--- src/rtl/core/rcpc_pkg.sv ---
// shared types and constants for the ray convex polygon clip block
package rcpc_pkg;
  localparam int FRAC_BITS = 16;
  localparam int COORD_W = 32;
  localparam int NORM_W = 16;
  localparam int PROD_W = 50;
  localparam int NUM_W = 51;
  localparam int QUO_STEPS = 64;

  typedef struct packed {
    logic start;
    logic [NUM_W-2:0] a;
    logic [NUM_W-2:0] b;
  } div_req_t;

  typedef struct packed {
    logic done;
    logic ovf;
    logic rem_nz;
    logic [31:0] q;
  } div_rsp_t;
endpackage

--- src/rtl/core/rcpc_div.sv ---
// restoring divider: quotient of (a << FRAC_BITS) / b, one bit per cycle
module rcpc_div import rcpc_pkg::*; (
  input  logic     clk,
  input  logic     rst,
  input  div_req_t req,
  output div_rsp_t rsp
);
  localparam int EXT_W = NUM_W - 1 + FRAC_BITS;

  logic [EXT_W-1:0] dividend;
  logic [NUM_W-1:0] rem;
  logic [NUM_W-2:0] divisor;
  logic [31:0] quo;
  logic ovf;
  logic busy;
  logic done;
  logic [6:0] cnt;
  logic [NUM_W-1:0] shifted;
  logic ge;

  assign shifted = {rem[NUM_W-2:0], dividend[EXT_W-1]};
  assign ge = shifted >= {1'b0, divisor};

  always_ff @(posedge clk) begin
    if (rst) begin
      busy <= 1'b0;
      done <= 1'b0;
    end else begin
      done <= !req.start && busy && (cnt == 7'd1);
      if (req.start) begin
        busy <= 1'b1;
        cnt <= 7'(EXT_W);
        dividend <= {req.a, {FRAC_BITS{1'b0}}};
        divisor <= req.b;
        rem <= '0;
        quo <= '0;
        ovf <= 1'b0;
      end else if (busy) begin
        dividend <= {dividend[EXT_W-2:0], 1'b0};
        rem <= ge ? shifted - {1'b0, divisor} : shifted;
        if (ge && cnt > 7'd32) ovf <= 1'b1;
        quo <= {quo[30:0], ge};
        cnt <= cnt - 7'd1;
        if (cnt == 7'd1) busy <= 1'b0;
      end
    end
  end

  assign rsp.done = done;
  assign rsp.ovf = ovf;
  assign rsp.q = quo;
  assign rsp.rem_nz = rem != '0;
endmodule

--- config.mk ---
export PLATFORM = sky130hd
export DESIGN_NAME = rcpc_div
export DESIGN_NICKNAME = d
export VERILOG_FILES = /design/src/rtl/core/rcpc_pkg.sv /design/src/rtl/core/rcpc_div.sv
export SDC_FILE = /design/constraint.sdc
export NUM_CORES = 1
export LEC_CHECK = 0
export BUFFER_PORTS_ARGS = -buffer_cell sky130_fd_sc_hd__clkbuf_2
export CORE_UTILIZATION = 51
export DETAILED_ROUTE_END_ITERATION = 8
export PLACE_DENSITY = 0.74
export SYNTH_ARGS = -nofsm -noshare
export SYNTH_HDL_FRONTEND = slang
export SYNTH_SLANG_ARGS = --single-unit
--- constraint.sdc ---
create_clock -name clk -period 9.15 [get_ports clk]
set_input_delay 1.83 -clock clk [delete_from_list [all_inputs] [get_ports clk]]
set_output_delay 1.83 -clock clk [all_outputs]
set_load 0.1 [all_outputs]
# == Word-level counts from Yosys, hierarchy flattened ==
# Cells that the tools add are included.
# word_totals
ff_bits,208
inputBits,103
output_inout_bits,35
wordCells,36
# classes
addsub,2
order_cmp,2
eq_ne,1
mux,11
bitwise,1
reduce_logical,10
# op_table
cell,count
66-bit two-way mux,2
51-bit two-way mux,2
51-bit by 50-bit greater-or-equal comparator with 1-bit output,1
51-bit nonzero test,1
51-bit by 50-bit subtractor with 51-bit output,1
32-bit two-way mux,1
"7-bit by 1-bit == test with 1-bit output, second input constant",1
"7-bit by 6-bit > comparator with 1-bit output, second input constant",1
7-bit two-way mux,1
"7-bit by 1-bit subtractor with 7-bit output, second input constant",1
1-bit two-way mux,5
2-bit AND reduction,2
2-bit nonzero test,2
1-bit logical AND,3
3-bit AND reduction,1
1-bit zero test,1
1-bit NOT,1

# == Logic depth before layout (Yosys ltp) ==
# depth
word_depth,4
depth_mapped,14
depth_no_buf,13

# == Worst setup path after synthesis ==
# Ideal clock, no wire load.
# synth_path
path_kind,in2reg
startpoint,in req[100] (netlist bit)
endpoint,reg cnt[0] (enable)
arrival_time_ns,8.250
required_time_ns,8.509
path_slack_ns,0.259
stages,4
n_path_buf,2
path_cell_list,clkbuf_1 -> clkbuf_1 -> nor2_1 -> nor2_1
# synth_between
elab_chain_len,2
# synth_lines
element,line,text
start: declaration,rcpc_div.sv:5,"input div_req_t req,"
2-bit nonzero test (no source line),n/a,
2-bit AND reduction (no source line),n/a,
end signal: assignment,rcpc_div.sv:32,cnt <= 7'(EXT_W);
end signal: assignment,rcpc_div.sv:43,cnt <= cnt - 7'd1;
end: declaration,rcpc_div.sv:17,logic [6:0] cnt;
# Every way passes these cells.
# A chain may end at the register's enable or synchronous reset.

==> impl_metrics.csv <==
group,metric,value,unit
outcome,status,"finished, final reports clean",
power,intPower,1.71,mW
synthesis,synth-seq-area-share,53.4,%
power,leakage,5.06,nW
route,drtPass1Iterations,7,
clocking,clock-root-buffer,"clkbuf_16",
power,seq_power_share,43.0,%
synthesis,synth_seq_cells,193,
floorplanning,floorplan.initialDensity,52.8,%
layout,n_fill_cell,1711,
hold_path,hp-class,"flop to flop",
layout,instances_no_fill,1341,
synthesis,syn_area,10800,sq um
synthesis,ys.flop_type,"edfxtp_1",
timing,fin_hold_ws,0.518,ns
layout,n_antenna_cell,0,
floorplanning,num_io_pins,138,
worst_setup_path,path_delay_family,"simple AND/OR/NAND/NOR gates",
power,swShare,33.8,%
timing,rsz0062_at_grt,"false",
layout,design_area,12300,sq um
synthesis,syn_inst,941,
floorplanning,core_area,20500,sq um
synthesis,synth_edf_count,191,
route,num_vias,7549,
clocking,cts.sinks,193,
timing,maxSlewViolCount,0,
global_route,grt_use_total,21.6,%
floorplanning,die_h,148,um
route,ant_nets,0,
place,place_congestion,0.890,
power,power.density,210,nW/um^2
clocking,cts_setup_buffers,0,
layout,seqCellArea,5780,sq um
synthesis,synthArstFlopShare,0,%
worst_setup_path,worst_setup_path_start_kind,"flop",
worst_setup_path,crit_path_top_delay_cell,"or4_1",
timing,fmax,226,MHz
flow_run,max_cap_viol_count,0,
timing,setup_slack,4.72,ns
global_route,grt_max_degree,88,
floorplanning,fp-row-count,52,
route,route.detailed.drc,0,
worst_setup_path,crit_arrival,2.60,ns
timing,clock-skew-final,0.0201,ns
timing,slew_headroom,26.3,%
power,power_frac_comb,25.9,%
worst_setup_path,cpPeakStageDelay,0.58,ns
route,viasPerCell,5.63,
global_route,overflow,0,
clocking,clk_path_buf_depth,2,
place,pre_cts_ws,4.36,ns
layout,nNetsFinal,1215,
floorplanning,die_area,21800,sq um
worst_setup_path,crit_path_cell_trace,"nor4_1 -> nand4_1 -> or4_1 -> clkbuf_2",
place,placed_area,11700,sq um
power,p_clk_share,31.1,%
synthesis,avgSynthCellArea,11.5,sq um
global_route,grt_pass1_vias,7283,
worst_setup_path,worstSetupPathType,"flop to primary output",
worst_setup_path,worst_setup_path_end_kind,"primary output",
synthesis,synth_cell_type_count,62,
power,totalPowerFinal,2.59,mW
place,port_buffers,137,
clocking,cts.reportedPaths.clkPinSlew,0.09,ns
route,first_iter_violations,583,
timing,setup_viol,0,
synthesis,synth_warnings,0,
timing,finalHoldViolations,0,
clocking,cts_max_level,4,
floorplanning,die_width,148,um
clocking,insertion_delay,0.45,ns
global_route,antenna_found_initial,0,
timing,tns,0,ns
layout,syn_to_final_growth,14.0,%
timing,min_period_over_period,48.5,%
clocking,cts_tree,"yes",
place,hpwlAfterDp,16100,um
timing,worst_slew_pin_slew,1.10,ns
layout,layout_common_cells,"edfxtp_1 (191), clkbuf_2 (136), nor2_1 (79), inv_1 (65), a21oi_1 (65)",
layout,final_core_util,60.1,%
worst_setup_path,worst-path-max-fanout,3,
global_route,grt_pass1_wl,36900,um
power,peakVddDrop,0.000136,V
worst_setup_path,cp.required,7.32,ns
clocking,cts_buffers,17,
layout,layout.cells.most_common,"edfxtp_1",
clocking,cts_hold_buf,0,
timing,period_minus_slack,4.43,ns
power,p_sw,0.876,mW
layout,multi_input_area,4590,sq um
clocking,cts_resized,0,
route,wirelength,23000,um
place,dp.cells,1309,
layout,drive_above_1_share,22.9,%
worst_setup_path,cp.buffers_inverters,1,
route,post_drt_wl_per_cell,17.2,um
synthesis,syn_nets,1098,
## worst min-delay path, delay by kind of cell (launching register included)
kind	cells	cell delay, ns
flip-flops	1	0.32
AND/OR/NAND/NOR	2	0.16
## flip-flops by register name, indices dropped and copies added, names as in the netlist
name,flops
cnt,7
quo,32
busy,1
divisor,50
ovf,1
done,1
rem,51
dividend,50
## path summary, 6_finish.rpt
check / startpoint / to / slack [ns] / depth (start not counted)
hold reg to reg: busy / done / 0.52 / 2
hold / removal: busy / done / 0.52 / 2
setup reg to reg: rem[2] / rem[29] / 5.17 / 11
setup / recovery: rem[44] / rsp[32] / 4.72 / 4
## cells in the mapped netlist (all sizes together), types with 2 or more instances
master,count,area share [%]
a211oi,16,1.4
a21boi,2,0.14
a21o,26,1.8
a21oi,69,3.3
a221oi,2,0.16
a31oi,10,0.58
and2,8,0.46
and3,9,0.52
buf,22,1.2
clkbuf,21,0.75
dfxtp,2,0.37
edfxtp,191,53
ha,53,6.1
inv,66,2.3
mux2,49,5.1
mux2i,28,2.6
nand2,50,1.7
nand2b,10,0.58
nand3,13,0.60
nand4,16,0.98
nand4b,3,0.24
nor2,80,2.8
nor2b,36,2.1
nor3,8,0.37
nor3b,3,0.25
nor4,16,0.93
o211ai,5,0.35
o21a,9,0.62
o21ai,31,1.5
o21bai,9,0.62
o22ai,6,0.35
o31ai,6,0.59
or3,4,0.23
xnor2,31,2.5
xor2,17,1.4
## cell families (layout without fill, tap and decap cells)
group           count (synthesis)  in the layout  synth area share, %
compound gates                201            201                 12.4
xor+xnor                       48             48                 3.89
fa+ha+maj                      54             54                 6.32
buf+inv                       109            239                 4.25
flops                         193            193                 53.4
mux                            77             77                 7.70
simple gates                  259            259                 12.0
## cell type report
class	instances	share of cell area, %
multi-input combinational	639	37.2
clock inverter	15	1.91
clock buffer	17	3.45
sequential	193	46.9
tap	270	2.74
timing repair buffer	141	5.83
inverter	66	2.01
## metal layers
layer	track usage, %	vias to the layer above	routed length [um]
met5	0	-	0
met4	6.39	0	399
met3	4.41	30	1140
met2	34.9	201	10800
met1	29.5	3616	10700
li1	-	3702	-
## power groups by stage
stage	Combinational [mW]	Sequential [mW]	Clock (mW)
6_report	0.669	1.11	0.806
5_1_grt	0.734	1.12	0.849
4_1_cts	0.667	1.11	0.819
3_5_place_dp	0.663	1.13	0
3_3_place_gp	0.654	1.13	0
2_1_floorplan	0.470	1.19	0
Note: power is estimated with default switching activity, not from simulation.
